## config.mk

```make
export PLATFORM = sky130hd
export DESIGN_NAME = tachometer_trimmed_mean
export DESIGN_NICKNAME = d
export VERILOG_FILES = /design/src/rtl/ttm_pkg.sv /design/src/rtl/ttm_div.sv /design/src/rtl/ttm_ctrl.sv /design/src/rtl/ttm_datapath.sv /design/src/rtl/tachometer_trimmed_mean.sv
export SDC_FILE = /design/constraint.sdc
export NUM_CORES = 2
export LEC_CHECK = 0
export ABC_AREA = 1
export BUFFER_PORTS_ARGS = -buffer_cell sky130_fd_sc_hd__buf_2
export CORE_UTILIZATION = 65
export CTS_CLUSTER_DIAMETER = 100
export CTS_CLUSTER_SIZE = 28
export DETAILED_ROUTE_END_ITERATION = 10
export MAX_ROUTING_LAYER = met4
export PLACE_DENSITY_LB_ADDON = 0.2
export SLEW_MARGIN = 20
export SYNTH_ARGS = -nofsm -noshare
export SYNTH_HDL_FRONTEND = slang
export SYNTH_SLANG_ARGS = --single-unit
```

## constraint.sdc

```tcl
create_clock -name clk -period 16.2 [get_ports clk]
set_input_delay 0.81 -clock clk [delete_from_list [all_inputs] [get_ports clk]]
set_output_delay 0.81 -clock clk [all_outputs]
set_load 0.03 [all_outputs]
```

## src/rtl/ttm_pkg.sv

```systemverilog
`default_nettype none

package ttm_pkg;

  localparam int SPEED_W   = 30;
  localparam int CAP_W     = 32;
  localparam int TIME_W    = 64;
  localparam int DIVSR_W   = 16;
  localparam int CFG_AW    = 5;
  localparam int CFG_DW    = 32;
  localparam int S_DATA_W  = 96;
  localparam int M_DATA_W  = 64;

  // Shared divider: numerator wide enough for a sum over sixteen speeds
  localparam int DIV_NUM_W   = 36;
  localparam int DIV_DEN_W   = 32;
  localparam int DIV_RADIX_W = 4;
  localparam int DIV_STEPS   = DIV_NUM_W / DIV_RADIX_W;
  localparam int DIV_CNT_W   = $clog2(DIV_STEPS);

  localparam logic OP_CAPTURE = 1'b0;
  localparam logic OP_UPDATE  = 1'b1;

  localparam logic [2:0] REG_PULSE_RATE = 3'd0;
  localparam logic [2:0] REG_SMOOTH_DIV = 3'd1;
  localparam logic [2:0] REG_ON_THRESH  = 3'd2;
  localparam logic [2:0] REG_OFF_THRESH = 3'd3;
  localparam logic [2:0] REG_STALL      = 3'd4;

  localparam logic [SPEED_W-1:0] PULSE_RATE_RST = 30'd120000000;
  localparam logic [DIVSR_W-1:0] SMOOTH_DIV_RST = 16'd10;
  localparam logic [SPEED_W-1:0] ON_THRESH_RST  = 30'd2000;
  localparam logic [SPEED_W-1:0] OFF_THRESH_RST = 30'd1000;
  localparam logic [CAP_W-1:0]   STALL_RST      = 32'd100000;
  localparam logic [CAP_W-1:0]   ENTRY_RST      = 32'hFFFF_FFFF;
  localparam logic [CAP_W-1:0]   ELAPSED_LIMIT  = 32'hFFFF_FFFF;

  typedef enum logic [3:0] {
    ST_IDLE,
    ST_DECODE,
    ST_CHECK,
    ST_ENTRY,
    ST_ENTRY_WAIT,
    ST_TRIM,
    ST_RAW,
    ST_RAW_WAIT,
    ST_SMOOTH_PREP,
    ST_SMOOTH,
    ST_SMOOTH_WAIT,
    ST_FINISH
  } ttm_state_t;

  typedef enum logic [1:0] {
    DIV_ENTRY,
    DIV_RAW,
    DIV_SMOOTH
  } div_sel_t;

  typedef struct packed {
    logic     latch_item;
    logic     do_capture;
    logic     do_elapsed;
    logic     do_check;
    logic     entry_accum;
    logic     entry_skip;
    logic     entry_next;
    logic     div_start;
    div_sel_t div_sel;
    logic     do_trim;
    logic     raw_load;
    logic     smooth_prep;
    logic     smooth_load;
    logic     out_load;
  } ctrl_cmd_t;

  typedef struct packed {
    logic op;
    logic entry_zero;
    logic entry_last;
    logic div_done;
    logic out_busy;
  } dp_status_t;

endpackage

`default_nettype wire

```

## src/rtl/ttm_div.sv

```systemverilog
`default_nettype none

module ttm_div (
  input  wire logic                          clk,
  input  wire logic                          rst,
  input  wire logic                          start,
  input  wire logic [ttm_pkg::DIV_NUM_W-1:0] numer,
  input  wire logic [ttm_pkg::DIV_DEN_W-1:0] denom,
  output logic                               busy,
  output logic                               done,
  output logic [ttm_pkg::DIV_NUM_W-1:0]      quot
);
  import ttm_pkg::*;

  logic [DIV_NUM_W-1:0] num;
  logic [DIV_NUM_W-1:0] num_next;
  logic [DIV_DEN_W-1:0] rem;
  logic [DIV_DEN_W-1:0] rem_next;
  logic [DIV_DEN_W-1:0] den;
  logic [DIV_CNT_W-1:0] cnt;

  // Restoring division, several quotient bits per cycle; quotient shifts into num
  always_comb begin
    logic [DIV_DEN_W:0]   t;
    logic [DIV_DEN_W-1:0] r;
    logic [DIV_NUM_W-1:0] n;
    r = rem;
    n = num;
    t = '0;
    for (int k = 0; k < DIV_RADIX_W; k++) begin
      t = {r, n[DIV_NUM_W-1]};
      if (t >= {1'b0, den}) begin
        t = t - {1'b0, den};
        n = {n[DIV_NUM_W-2:0], 1'b1};
      end else begin
        n = {n[DIV_NUM_W-2:0], 1'b0};
      end
      r = t[DIV_DEN_W-1:0];
    end
    num_next = n;
    rem_next = r;
  end

  always_ff @(posedge clk) begin
    if (rst) begin
      busy <= 1'b0;
      done <= 1'b0;
      cnt  <= '0;
    end else begin
      done <= 1'b0;
      if (start) begin
        busy <= 1'b1;
        cnt  <= '0;
      end else if (busy) begin
        if (cnt == DIV_CNT_W'(DIV_STEPS - 1)) begin
          busy <= 1'b0;
          done <= 1'b1;
        end else begin
          cnt <= cnt + 1'b1;
        end
      end
    end
  end

  always_ff @(posedge clk) begin
    if (start) begin
      num <= numer;
      den <= denom;
      rem <= '0;
    end else if (busy) begin
      num <= num_next;
      rem <= rem_next;
    end
  end

  assign quot = num;

endmodule

`default_nettype wire

```

## src/rtl/ttm_ctrl.sv

```systemverilog
`default_nettype none

module ttm_ctrl (
  input  wire logic                clk,
  input  wire logic                rst,
  input  wire logic                s_tvalid,
  output logic                     s_tready,
  input  wire ttm_pkg::dp_status_t status,
  output ttm_pkg::ctrl_cmd_t       cmd
);
  import ttm_pkg::*;

  ttm_state_t state;
  ttm_state_t state_next;

  always_ff @(posedge clk) begin
    if (rst) begin
      state <= ST_IDLE;
    end else begin
      state <= state_next;
    end
  end

  always_comb begin
    state_next = state;
    case (state)
      ST_IDLE: begin
        if (s_tvalid) state_next = ST_DECODE;
      end
      ST_DECODE: begin
        state_next = (status.op == OP_CAPTURE) ? ST_FINISH : ST_CHECK;
      end
      ST_CHECK: state_next = ST_ENTRY;
      ST_ENTRY: begin
        if (!status.entry_zero) begin
          state_next = ST_ENTRY_WAIT;
        end else if (status.entry_last) begin
          state_next = ST_TRIM;
        end
      end
      ST_ENTRY_WAIT: begin
        if (status.div_done) begin
          state_next = status.entry_last ? ST_TRIM : ST_ENTRY;
        end
      end
      ST_TRIM: state_next = ST_RAW;
      ST_RAW: state_next = ST_RAW_WAIT;
      ST_RAW_WAIT: begin
        if (status.div_done) state_next = ST_SMOOTH_PREP;
      end
      ST_SMOOTH_PREP: state_next = ST_SMOOTH;
      ST_SMOOTH: state_next = ST_SMOOTH_WAIT;
      ST_SMOOTH_WAIT: begin
        if (status.div_done) state_next = ST_FINISH;
      end
      ST_FINISH: begin
        if (!status.out_busy) state_next = ST_IDLE;
      end
      default: state_next = ST_IDLE;
    endcase
  end

  always_comb begin
    cmd      = '0;
    cmd.div_sel = DIV_ENTRY;
    s_tready = 1'b0;
    case (state)
      ST_IDLE: begin
        s_tready       = 1'b1;
        cmd.latch_item = s_tvalid;
      end
      ST_DECODE: begin
        cmd.do_capture = (status.op == OP_CAPTURE);
        cmd.do_elapsed = (status.op == OP_UPDATE);
      end
      ST_CHECK: cmd.do_check = 1'b1;
      ST_ENTRY: begin
        if (status.entry_zero) begin
          // zero interval counts as zero speed
          cmd.entry_accum = 1'b1;
          cmd.entry_skip  = 1'b1;
          cmd.entry_next  = !status.entry_last;
        end else begin
          cmd.div_start = 1'b1;
          cmd.div_sel   = DIV_ENTRY;
        end
      end
      ST_ENTRY_WAIT: begin
        cmd.entry_accum = status.div_done;
        cmd.entry_next  = status.div_done && !status.entry_last;
      end
      ST_TRIM: cmd.do_trim = 1'b1;
      ST_RAW: begin
        cmd.div_start = 1'b1;
        cmd.div_sel   = DIV_RAW;
      end
      ST_RAW_WAIT: cmd.raw_load = status.div_done;
      ST_SMOOTH_PREP: cmd.smooth_prep = 1'b1;
      ST_SMOOTH: begin
        cmd.div_start = 1'b1;
        cmd.div_sel   = DIV_SMOOTH;
      end
      ST_SMOOTH_WAIT: cmd.smooth_load = status.div_done;
      ST_FINISH: cmd.out_load = !status.out_busy;
      default: ;
    endcase
  end

endmodule

`default_nettype wire

```

## src/rtl/ttm_datapath.sv

```systemverilog
`default_nettype none

module ttm_datapath #(
  parameter int RING_DEPTH = 4
) (
  input  wire logic                          clk,
  input  wire logic                          rst,
  input  wire logic [ttm_pkg::SPEED_W-1:0]   pulse_rate,
  input  wire logic [ttm_pkg::DIVSR_W-1:0]   smoothing_divisor,
  input  wire logic [ttm_pkg::SPEED_W-1:0]   engine_on_threshold,
  input  wire logic [ttm_pkg::SPEED_W-1:0]   engine_off_threshold,
  input  wire logic [ttm_pkg::CAP_W-1:0]     stall_interval,
  input  wire logic [ttm_pkg::S_DATA_W-1:0]  s_tdata,
  input  wire logic                          s_tuser,
  output logic                               m_tvalid,
  input  wire logic                          m_tready,
  output logic [ttm_pkg::M_DATA_W-1:0]       m_tdata,
  input  wire ttm_pkg::ctrl_cmd_t            cmd,
  output ttm_pkg::dp_status_t                status
);
  import ttm_pkg::*;

  localparam int IDX_W = $clog2(RING_DEPTH);
  localparam int SUM_W = SPEED_W + $clog2(RING_DEPTH);

  // latched word
  logic              item_op;
  logic [CAP_W-1:0]  item_cap;
  logic [TIME_W-1:0] item_now;

  logic [CAP_W-1:0]  ring [RING_DEPTH];
  logic [IDX_W-1:0]  pos;
  logic [IDX_W-1:0]  pos_next;
  logic              awaiting;
  logic [CAP_W-1:0]  prev_cap;
  logic [TIME_W-1:0] prev_time;
  logic [TIME_W-1:0] elapsed;

  logic [IDX_W-1:0]   idx;
  logic [SUM_W-1:0]   sum;
  logic [SPEED_W-1:0] lo;
  logic [SPEED_W-1:0] hi;
  logic [SUM_W-1:0]   trimmed;
  logic               diff_neg;
  logic [SPEED_W-1:0] diff_mag;

  logic [SPEED_W-1:0] raw;
  logic [SPEED_W-1:0] display;
  logic               flag;

  logic               push_en;
  logic [CAP_W-1:0]   push_val;
  logic               stall_hit;
  logic [SPEED_W-1:0] speed;
  logic [SPEED_W:0]   diff;
  logic               flag_next;

  logic                 div_busy;
  logic                 div_done;
  logic [DIV_NUM_W-1:0] div_numer;
  logic [DIV_DEN_W-1:0] div_denom;
  logic [DIV_NUM_W-1:0] div_quot;

  ttm_div u_div (
    .clk   (clk),
    .rst   (rst),
    .start (cmd.div_start),
    .numer (div_numer),
    .denom (div_denom),
    .busy  (div_busy),
    .done  (div_done),
    .quot  (div_quot)
  );

  always_comb begin
    case (cmd.div_sel)
      DIV_ENTRY: begin
        div_numer = DIV_NUM_W'(pulse_rate);
        div_denom = ring[idx];
      end
      DIV_RAW: begin
        div_numer = DIV_NUM_W'(trimmed);
        div_denom = DIV_DEN_W'(RING_DEPTH - 2);
      end
      DIV_SMOOTH: begin
        div_numer = DIV_NUM_W'(diff_mag);
        div_denom = (smoothing_divisor == '0) ? DIV_DEN_W'(1) : DIV_DEN_W'(smoothing_divisor);
      end
      default: begin
        div_numer = '0;
        div_denom = DIV_DEN_W'(1);
      end
    endcase
  end

  // Elapsed time pushes only when it is below the all-ones 32-bit limit and reaches the stall interval
  assign stall_hit = (elapsed[TIME_W-1:CAP_W] == '0) &&
                     (elapsed[CAP_W-1:0] != ELAPSED_LIMIT) &&
                     (elapsed[CAP_W-1:0] >= stall_interval);

  always_comb begin
    push_en  = 1'b0;
    push_val = item_cap - prev_cap;
    if (cmd.do_capture && !awaiting) begin
      push_en = 1'b1;
    end else if (cmd.do_check && stall_hit) begin
      push_en  = 1'b1;
      push_val = elapsed[CAP_W-1:0];
    end
  end

  assign pos_next = (pos == IDX_W'(RING_DEPTH - 1)) ? '0 : pos + 1'b1;

  always_ff @(posedge clk) begin
    if (rst) begin
      for (int i = 0; i < RING_DEPTH; i++) begin
        ring[i] <= ENTRY_RST;
      end
      pos       <= '0;
      awaiting  <= 1'b1;
      prev_time <= '0;
    end else begin
      if (push_en) begin
        ring[pos] <= push_val;
        pos       <= pos_next;
      end
      if (cmd.do_capture) begin
        awaiting  <= 1'b0;
        prev_time <= item_now;
      end else if (cmd.do_check && stall_hit) begin
        awaiting <= 1'b1;
      end
    end
  end

  always_ff @(posedge clk) begin
    if (cmd.latch_item) begin
      item_op  <= s_tuser;
      item_cap <= s_tdata[CAP_W-1:0];
      item_now <= s_tdata[CAP_W +: TIME_W];
    end
    if (cmd.do_capture) prev_cap <= item_cap;
    if (cmd.do_elapsed) elapsed <= item_now - prev_time;
  end

  // Per-entry speed accumulation
  assign speed = cmd.entry_skip ? '0 : div_quot[SPEED_W-1:0];

  always_ff @(posedge clk) begin
    if (cmd.do_check) begin
      idx <= '0;
      sum <= '0;
      lo  <= '1;
      hi  <= '0;
    end else begin
      if (cmd.entry_accum) begin
        sum <= sum + SUM_W'(speed);
        if (speed < lo) lo <= speed;
        if (speed > hi) hi <= speed;
      end
      if (cmd.entry_next) idx <= idx + 1'b1;
    end
    if (cmd.do_trim) trimmed <= sum - SUM_W'(lo) - SUM_W'(hi);
    if (cmd.smooth_prep) begin
      diff_neg <= diff[SPEED_W];
      diff_mag <= diff[SPEED_W] ? SPEED_W'(-diff) : diff[SPEED_W-1:0];
    end
  end

  assign diff      = {1'b0, raw} - {1'b0, display};
  assign flag_next = (flag || (raw >= engine_on_threshold)) && !(raw <= engine_off_threshold);

  always_ff @(posedge clk) begin
    if (rst) begin
      raw     <= '0;
      display <= '0;
      flag    <= 1'b0;
    end else begin
      if (cmd.raw_load) raw <= div_quot[SPEED_W-1:0];
      if (cmd.smooth_load) begin
        // step is truncated toward zero, so display never passes raw
        display <= diff_neg ? display - div_quot[SPEED_W-1:0]
                            : display + div_quot[SPEED_W-1:0];
        flag    <= flag_next;
      end
    end
  end

  always_ff @(posedge clk) begin
    if (rst) begin
      m_tvalid <= 1'b0;
    end else if (cmd.out_load) begin
      m_tvalid <= 1'b1;
    end else if (m_tready) begin
      m_tvalid <= 1'b0;
    end
  end

  always_ff @(posedge clk) begin
    if (cmd.out_load) begin
      m_tdata <= {(M_DATA_W - 2 * SPEED_W - 1)'(0), flag, display, raw};
    end
  end

  assign status.op         = item_op;
  assign status.entry_zero = (ring[idx] == '0);
  assign status.entry_last = (idx == IDX_W'(RING_DEPTH - 1));
  assign status.div_done   = div_done;
  assign status.out_busy   = m_tvalid && !m_tready;

  a_pos_range: assert property (@(posedge clk) disable iff (rst)
    pos <= IDX_W'(RING_DEPTH - 1))
    else $error("ring position beyond ring depth");

  a_div_idle: assert property (@(posedge clk) disable iff (rst)
    cmd.div_start |-> !div_busy)
    else $error("divider started while busy");

  a_out_free: assert property (@(posedge clk) disable iff (rst)
    cmd.out_load |-> !(m_tvalid && !m_tready))
    else $error("output word overwritten while stalled");

  a_push_once: assert property (@(posedge clk) disable iff (rst)
    cmd.do_capture |-> !cmd.do_check)
    else $error("capture and stall push in the same cycle");

endmodule

`default_nettype wire

```

## src/rtl/tachometer_trimmed_mean.sv

```systemverilog
// Pulse-period tachometer with trimmed-mean speed, smoothed display and engine flag.
// Input stream (s_*): s_tuser is the kind (0 capture edge, 1 update tick); s_tdata
// carries the capture count and the microsecond timestamp. Every word gives one
// output word (m_*): raw speed, display speed and the engine flag.
// Configuration goes through the APB port: pulse rate, smoothing divisor, on and off
// thresholds, stall interval at byte addresses 0, 4, 8, 12, 16; write only while idle.
// One word is in flight at a time. A capture edge passes from accept through the decode
// and finish states to the result. An update tick runs every ring entry, then the raw
// average and the display step, through one shared 4-bit-per-cycle divider; each zero
// ring entry counts as zero speed and skips its division, so the tick ends sooner.
// The result sits in an output register; while the receiver stalls the block finishes
// the next word and then holds it until the register frees, with s_tready low.
// Reset fills the ring with all-ones intervals, clears speeds and flag, restores the
// register defaults and arms first-capture mode; no clearing pass is needed.
`default_nettype none

module tachometer_trimmed_mean #(
  parameter int RING_DEPTH = 4
) (
  input  wire logic                          clk,
  input  wire logic                          rst,
  input  wire logic                          s_tvalid,
  output logic                               s_tready,
  input  wire logic [ttm_pkg::S_DATA_W-1:0]  s_tdata,   // capture_value[31:0], now_time[95:32]
  input  wire logic                          s_tuser,   // operation
  output logic                               m_tvalid,
  input  wire logic                          m_tready,
  output logic [ttm_pkg::M_DATA_W-1:0]       m_tdata,   // raw_speed[29:0], display_speed[59:30],
                                                        // engine_running[60], zero[63:61]
  input  wire logic                          psel,
  input  wire logic                          penable,
  input  wire logic                          pwrite,
  input  wire logic [ttm_pkg::CFG_AW-1:0]    paddr,
  input  wire logic [ttm_pkg::CFG_DW-1:0]    pwdata,
  output logic [ttm_pkg::CFG_DW-1:0]         prdata,
  output logic                               pready
);
  import ttm_pkg::*;

  logic [SPEED_W-1:0] pulse_rate;
  logic [DIVSR_W-1:0] smoothing_divisor;
  logic [SPEED_W-1:0] engine_on_threshold;
  logic [SPEED_W-1:0] engine_off_threshold;
  logic [CAP_W-1:0]   stall_interval;
  logic               cfg_wr;
  logic [2:0]         reg_idx;

  ctrl_cmd_t  cmd;
  dp_status_t status;

  assign pready  = 1'b1;
  assign cfg_wr  = psel && penable && pwrite && pready;
  assign reg_idx = paddr[CFG_AW-1:2];

  always_ff @(posedge clk) begin
    if (rst) begin
      pulse_rate           <= PULSE_RATE_RST;
      smoothing_divisor    <= SMOOTH_DIV_RST;
      engine_on_threshold  <= ON_THRESH_RST;
      engine_off_threshold <= OFF_THRESH_RST;
      stall_interval       <= STALL_RST;
    end else if (cfg_wr) begin
      case (reg_idx)
        REG_PULSE_RATE: pulse_rate           <= pwdata[SPEED_W-1:0];
        REG_SMOOTH_DIV: smoothing_divisor    <= pwdata[DIVSR_W-1:0];
        REG_ON_THRESH:  engine_on_threshold  <= pwdata[SPEED_W-1:0];
        REG_OFF_THRESH: engine_off_threshold <= pwdata[SPEED_W-1:0];
        REG_STALL:      stall_interval       <= pwdata[CAP_W-1:0];
        default: ;
      endcase
    end
  end

  always_comb begin
    case (reg_idx)
      REG_PULSE_RATE: prdata = CFG_DW'(pulse_rate);
      REG_SMOOTH_DIV: prdata = CFG_DW'(smoothing_divisor);
      REG_ON_THRESH:  prdata = CFG_DW'(engine_on_threshold);
      REG_OFF_THRESH: prdata = CFG_DW'(engine_off_threshold);
      REG_STALL:      prdata = stall_interval;
      default:        prdata = '0;
    endcase
  end

  ttm_ctrl u_ctrl (
    .clk      (clk),
    .rst      (rst),
    .s_tvalid (s_tvalid),
    .s_tready (s_tready),
    .status   (status),
    .cmd      (cmd)
  );

  ttm_datapath #(
    .RING_DEPTH (RING_DEPTH)
  ) u_datapath (
    .clk                  (clk),
    .rst                  (rst),
    .pulse_rate           (pulse_rate),
    .smoothing_divisor    (smoothing_divisor),
    .engine_on_threshold  (engine_on_threshold),
    .engine_off_threshold (engine_off_threshold),
    .stall_interval       (stall_interval),
    .s_tdata              (s_tdata),
    .s_tuser              (s_tuser),
    .m_tvalid             (m_tvalid),
    .m_tready             (m_tready),
    .m_tdata              (m_tdata),
    .cmd                  (cmd),
    .status               (status)
  );

endmodule

`default_nettype wire

```

; Yosys cells after proc, flatten, opt, wreduce, memory -nomap -nowiden
; Memory sizes are Yosys's and may differ from the RTL's. A register that Yosys moved wholly into a read port is not among the register bits.
; Cells that the tools add are included.
[word_totals]
regBits = 788
inputBits = 141
n_memories = 1
mem_bits_rw = 128
output_inout_bits = 99
wordCells = 189
[op_classes]
magnitude_cmp = 9
addsub = 16
bitwise = 3
n_reduce_logical = 36
eq_ne = 27
n_mux = 65
[mem_list]
columns = name, words, width, rd, rd_ports_with_merged_regs, write_ports, line
row1 = u_datapath.ring, 4, 32, 1, 1, 4, ttm_datapath.sv:31  ; logic [CAP_W-1:0] ring [RING_DEPTH];
[op_table]
columns = operator, count
row1 = $mux W32, 7
row2 = $pmux W32 S3, 2
row3 = $pmux W32 S5, 1
row4 = $sub A32 B32 Y32, 5
row5 = $ge A33 B32 Y1, 4
row6 = $mux W30, 3
row7 = $mux W36, 2
row8 = $logic_not A32 Y1, 2
row9 = $sub A32 B30 Y32, 2
row10 = $sub A64 B64 Y64, 1
row11 = $pmux W4 S12, 1
row12 = $add A32 B30 Y32, 1
row13 = $ge A32 B32 Y1, 1
row14 = $mux W4, 8
row15 = $ne A32 B32 Y1 const B, 1
row16 = $reduce_or A32 Y1, 1
row17 = $sub A30 B30 Y31, 1
row18 = $add A30 B30 Y30, 1
row19 = $ge A30 B30 Y1, 1
row20 = $gt A30 B30 Y1, 1
row21 = $le A30 B30 Y1, 1
row22 = $lt A30 B30 Y1, 1
row23 = $neg A30 Y30, 1
row24 = $sub A30 B30 Y30, 1
row25 = 33 further kinds, 106

; Logic depth before layout (Yosys ltp)
[logic_depth]
depth_word = 11
depth_mapped = 68
depth_no_buf = 63

; Cells and area by module
; Synthesis repeated with hierarchy kept, for this count alone.
[unflattened]
cells_unflattened = 8810
area_unflattened_um2 = 64256.6
[modules_own_cells]
columns = mod, instances, seq_area_each_um2, area_per_inst_um2, cells_each
row1 = ttm_datapath, 1, 17867.1, 43810.8, 5527
row2 = ttm_div, 1, 2802.7, 13178.9, 2108
row3 = tachometer_trimmed_mean, 1, 2762.6, 6777.8, 1087
row4 = ttm_ctrl, 1, 80.1, 489.2, 88

; Least setup slack after synthesis
; OpenSTA, ideal clock, no wires.
[synth_timing]
kind = register to register
start = reg u_datapath.u_div.den[1]
end = reg u_datapath.u_div.num[0], in the netlist u_datapath.u_div.quot[0], data pin
period_less_slack_ps = 8132
t_required_ps = 15946
arrival_time_ps = 7878
path_buffers = 6
setup_slack_ps = 8068
stages_incl_launch_ff = 59
cell_sequence = edfxtp_1 -> inv_1 -> ha_1 -> nand2_1 -> nor2_1 -> nand3_1 -> nand3_2 -> nand2_1 -> nand3_2 -> nand2_2 -> nand2_2 -> buf_4 -> buf_2 -> or2_2 -> nand2_1 -> inv_1 -> ha_1 -> nand2_1 -> [23 not listed] -> nor2_2 -> buf_2 -> nand2_1 -> nand2_1 -> inv_1 -> ha_1 -> a21oi_1 -> nand2_1 -> a21oi_1 -> o21ai_0 -> a21oi_1 -> o21ai_0 -> nand2_1 -> nand2_1 -> inv_1 -> nand3_4 -> buf_6 -> o21a_1
[synth_via]
elab_chain_len = 10
elab_cells_between_ends = 13
[synth_lines]
columns = element, line
row1 = "start, declared", ttm_div.sv:19  ; logic [DIV_DEN_W-1:0] den;
row2 = "start signal, assigned", ttm_div.sv:68  ; den <= denom;
row3 = $sub A32 B32 Y32 / $ge A33 B32 Y1 (equally long branches), "ttm_div.sv:33, ttm_div.sv:32"
row4 = $mux W32, ttm_div.sv:32  ; if (t >= {1'b0, den}) begin
row5 = $sub A32 B32 Y32 / $ge A33 B32 Y1 (equally long branches), "ttm_div.sv:33, ttm_div.sv:32"
row6 = $mux W32, ttm_div.sv:32
row7 = $sub A32 B32 Y32 / $ge A33 B32 Y1 (equally long branches), "ttm_div.sv:33, ttm_div.sv:32"
row8 = $mux W32, ttm_div.sv:32
row9 = $ge A33 B32 Y1 (*), ttm_div.sv:32
row10 = $mux W1 (*), ttm_div.sv:32
row11 = $mux W36 (*), ttm_div.sv:70  ; end else if (busy) begin
row12 = $mux W36 (*), ttm_div.sv:66  ; if (start) begin
row13 = "end signal, assigned", ttm_div.sv:67  ; num <= numer;
row14 = "end signal, assigned", ttm_div.sv:71  ; num <= num_next;
row15 = "end, declared", ttm_div.sv:15  ; logic [DIV_NUM_W-1:0] num;
; Every way passes the cells marked *; elsewhere a longest branch is shown, timed or not. The select of a mux whose other input is x is not followed.
; A chain may end at the register's enable or synchronous reset.

; Worst setup path after layout
[layout_timing]
start = reg u_datapath.u_div.den[21]
end = reg u_datapath.u_div.num[0], in the netlist u_datapath.u_div.quot[0], data pin
; Same word-level chain as after synthesis.

==> Implementation_results.wiki <==
{| class="wikitable"
! Metric !! Value
|-
| Wire length of the first global-routing pass || roughly 310000 um
|-
| Number of cells traversed by the worst register-to-register path || 52
|-
| Critical path's largest stage delay || 700 ps
|-
| Post-Route Skew || 49.5 ps
|-
| WS Path Type || reg2reg
|-
| Top cells by area, synth || edfxtp_1, dfxtp_1, nand2_1
|-
| Post-route setup TNS || 0 ps
|-
| Clock sink count || between 900 and 1000
|-
| Vias in the first global route || 54400
|-
| Distinct cell type count of the synthesized netlist || 67
|-
| Detail-routed via count per cell || ~6.2
|-
| Total of cells resized after clock tree synthesis || 0
|-
| Timing-limited maximum frequency || 0.0810 GHz
|-
| Combined global-route utilization of all metal layers || 0.443
|-
| Final clock period utilization by the worst path || 0.762
|-
| CTS tree || yes
|-
| Row cnt || ~110
|-
| Data arrival at the endpoint of the critical path || 12770 ps
|-
| Area of the die || 96000 um2
|-
| Overall routed net length || 212000 um
|-
| Post-place instance area || 63800 um2
|-
| Result of the run || finished with violations
|-
| Cell type with the highest occurrence count on the critical path || nand2_1
|-
| Period minus WS final || about 12000 ps
|-
| Number of primary I/O pins || 240
|-
| Placed wire-length estimate after detailed placement || 164000 um
|-
| Total count of hold-check failures in the final report || 0
|-
| Power density relative to cell area || 166 nW/um2
|-
| Root Driver || clkbuf_16
|-
| Vertical die dimension || just over 300 um
|-
| Count of buffers from port buffering || roughly 230
|-
| TritonRoute pass-1 iters || 8
|-
| Largest net degree at the start of global routing || roughly 150
|-
| Violated checks || antenna violations
|-
| Worst rel slew slack || 0.260
|-
| Kind of end point of the critical path || flop
|-
| Fraction of the yosys area taken by sequential cells || 0.382
|-
| Pins over their slew limit || 0
|-
| Setup repair bufs after CTS || 0
|-
| Async set-or-reset flop fraction in the synthesized netlist || 0
|-
| Layout net count || 8841
|-
| Tightest Pin Transition || between 1000 and 1500 ps
|-
| Register-to-register setup slack || roughly 3900 ps
|-
| Critical Path Fanout Max || 38
|-
| Placeable Area || ~94000 um2
|-
| Number of instances in the synthesized netlist || a little over 8000
|-
| Reg2Reg Launch Point || u_datapath.u_div.den[21]
|-
| Number of hold-repair buffers added at the cts stage || 0
|-
| Setup-violating endpoint count in the final report || 0
|-
| RSZ-0062 raised after global routing || no
|-
| Routed via count || between 50000 and 60000
|-
| Per-instance average area after synthesis || 7.64 um2
|-
| Worst endpoint required time || roughly 17000 ps
|-
| Leading cell types by count after synthesis || nand2_1, inv_1, a21oi_1
|-
| Cell at the slowest stage of the critical path || ha_1
|-
| Layout cells sized above 1 || 0.0535
|-
| Number of enable flip-flop cells after synthesis || 513
|-
| Summed area of non-filler cells in the final layout || 65300 um2
|-
| Area of the mapped netlist || about 62000 um2
|-
| Cell type with the largest total area after synthesis || edfxtp_1
|-
| Min-Delay Path Depth || 1
|-
| Number of violations of the max-capacitance limit || 0
|-
| Initial detailed-routing violation count || a little under 8000
|-
| Number of routed nets with antenna violations || 1
|-
| Leakage Power || 0.0297 uW
|-
| Leftover overflow at the end of global routing || 0
|-
| Initial standard-cell utilization of the core || 0.658
|-
| H-Tree Depth || 2
|-
| GPL Wtd Cong || about 1.0
|-
| Min-Delay Endpoint || u_datapath.item_now[39]
|-
| Class of the tightest hold or removal check || in2reg
|-
| Ys flop type || edfxtp_1
|-
| Max Root-Sink Buffers || 3
|-
| Number of buffers inserted during clock tree synthesis || 41
|-
| Clock-pin slew on the worst setup and hold paths || approximately 110 ps
|-
| Maximum resistive drop on vdd || between 0.15 and 0.2 mV
|-
| Hold wc startpoint || s_tdata[71]
|-
| Reg2Reg Capture Point || u_datapath.u_div.quot[0]
|-
| Overall die width || between 300 and 400 um
|-
| Critical Path Source Type || flop
|-
| # DRC || 0
|-
| Antenna violations before repair || 36
|-
| Layout overhead on the synthesized area || 5.99%
|-
| Synth top area share || 0.250
|-
| Number of synthesis warnings || 0
|-
| Dominant cell by count in the synthesized netlist || nand2_1
|-
| Mean routed wirelength per cell || between 20 and 25 um
|-
| Clock latency on the worst-skew pair || about 690 ps
|-
| Total of flip-flops plus latches after synthesis || approximately 920
|}
[area by class of cell]
class | instances | area (um2)
clock inverters | 8 | 126
diodes | 41 | 103
clock buffers | 68 | 1210
multi-input cells | 5737 | 32700
fillers | 7595 | 28400
inverters | 1176 | 4420
well taps | 1254 | 1570
flip-flops and latches | 918 | 23500
repair buffers | 286 | 1560
[sequential cells by signal, indices dropped and copies added, names as in the netlist, 4 cells and up, named ones only]
name                   count
u_datapath.hi             30
u_datapath.raw            30
u_datapath.sum            32
u_datapath.u_div.rem      32
smoothing_divisor         16
u_datapath.ring          128
u_datapath.item_cap       32
u_ctrl.state               4
u_datapath.u_div.cnt       4
u_datapath.lo             30
stall_interval            32
pulse_rate                30
u_datapath.display        30
u_datapath.prev_time      64
u_datapath.trimmed        32
u_datapath.item_now       64
u_datapath.u_div.quot     36
u_datapath.m_tdata        61
engine_on_threshold       30
u_datapath.prev_cap       32
u_datapath.u_div.den      32
u_datapath.elapsed        64
u_datapath.diff_mag       30
engine_off_threshold      30
[cell usage in the layout, fill, tap and decap left out, drive strengths merged, types with 15 or more instances in the layout]
cell | Yosys | layout
o211ai | 46 | 46
or2 | 17 | 17
nand4 | 75 | 75
a221oi | 24 | 24
ha | 501 | 501
o21a | 27 | 27
nand2 | 1799 | 1799
a21oi | 760 | 760
o21bai | 26 | 26
nor3 | 75 | 75
o22ai | 45 | 45
a21boi | 25 | 25
buf | 66 | 286
nand3 | 410 | 410
o221ai | 15 | 15
fa | 39 | 39
nor2 | 633 | 633
xor2 | 186 | 186
edfxtp | 513 | 513
o21ai | 619 | 619
xnor2 | 155 | 155
inv | 1171 | 1176
diode | 0 | 41
clkbuf | 168 | 68
a31oi | 59 | 59
nor4 | 62 | 62
dfxtp | 405 | 405
a21o | 30 | 30
a41oi | 27 | 27
[worst max-delay path by stage]
stage | start | end | cells after the start
3_3_place_gp | u_datapath.u_div.den[23] | u_datapath.u_div.quot[0] | 52
4_1_cts | u_datapath.u_div.den[23] | u_datapath.u_div.quot[0] | 52
5_1_grt | u_datapath.u_div.den[21] | u_datapath.u_div.quot[0] | 52
2_1_floorplan | u_datapath.u_div.den[1] | u_datapath.u_div.quot[0] | 58
6_report | u_datapath.u_div.den[21] | u_datapath.u_div.quot[0] | 52
3_5_place_dp | u_datapath.u_div.den[23] | u_datapath.u_div.quot[0] | 52
[per-stage QoR]
stage / power (uW) / utilization / instances / setup WS, ps / hold slack [ps]
6_report: 10800 / 0.697 / 9488 / 3860 / 286
5_1_grt: 11500 / 0.697 / 9480 / 3030 / 281
4_1_cts: 10600 / 0.696 / 9447 / 4360 / 271
3_5_place_dp: 9320 / 0.682 / 9371 / 4390 / 444
3_3_place_gp: 9180 / 0.682 / 9371 / 4510 / 415
2_1_floorplan: 7640 / - / 8065 / 8070 / 408
[logic make-up after synthesis]
kind of cell    Yosys count  synth area share
flops                   918             0.382
buf+inv                1410            0.0881
other cells               2          0.000122
simple gates           3094             0.208
fa+ha+maj               540             0.114
compound gates         1758             0.159
xor+xnor                341            0.0485
[worst max-delay path: cells and delay by family, from the launching register on]
kind	cells	cell delay [ps]
simple gates	27	5310
compound gates	13	3090
buf+inv	8	1660
fa+ha+maj	4	1610
flops	1	350
[power breakdown]
| part | internal, uW | switching (uW) | total, uW |
|---|---|---|---|
| Sequential | 2930 | 288 | 3220 |
| Combinational | 2010 | 4270 | 6280 |
| Clock | 536 | 798 | 1330 |
| Total | 5480 | 5350 | 10800 |
[layer usage]
| layer | track usage | share of wire | up-vias |
|---|---|---|---|
| li1 | - | - | 27200 |
| met1 | 0.545 | 0.38 | 27300 |
| met5 | - | 0 | - |
| met2 | 0.677 | 0.44 | 3664 |
| met3 | 0.108 | 0.12 | 736 |
| met4 | 0.222 | 0.060 | 0 |
No activity file was read; power rests on OpenSTA's default activity.
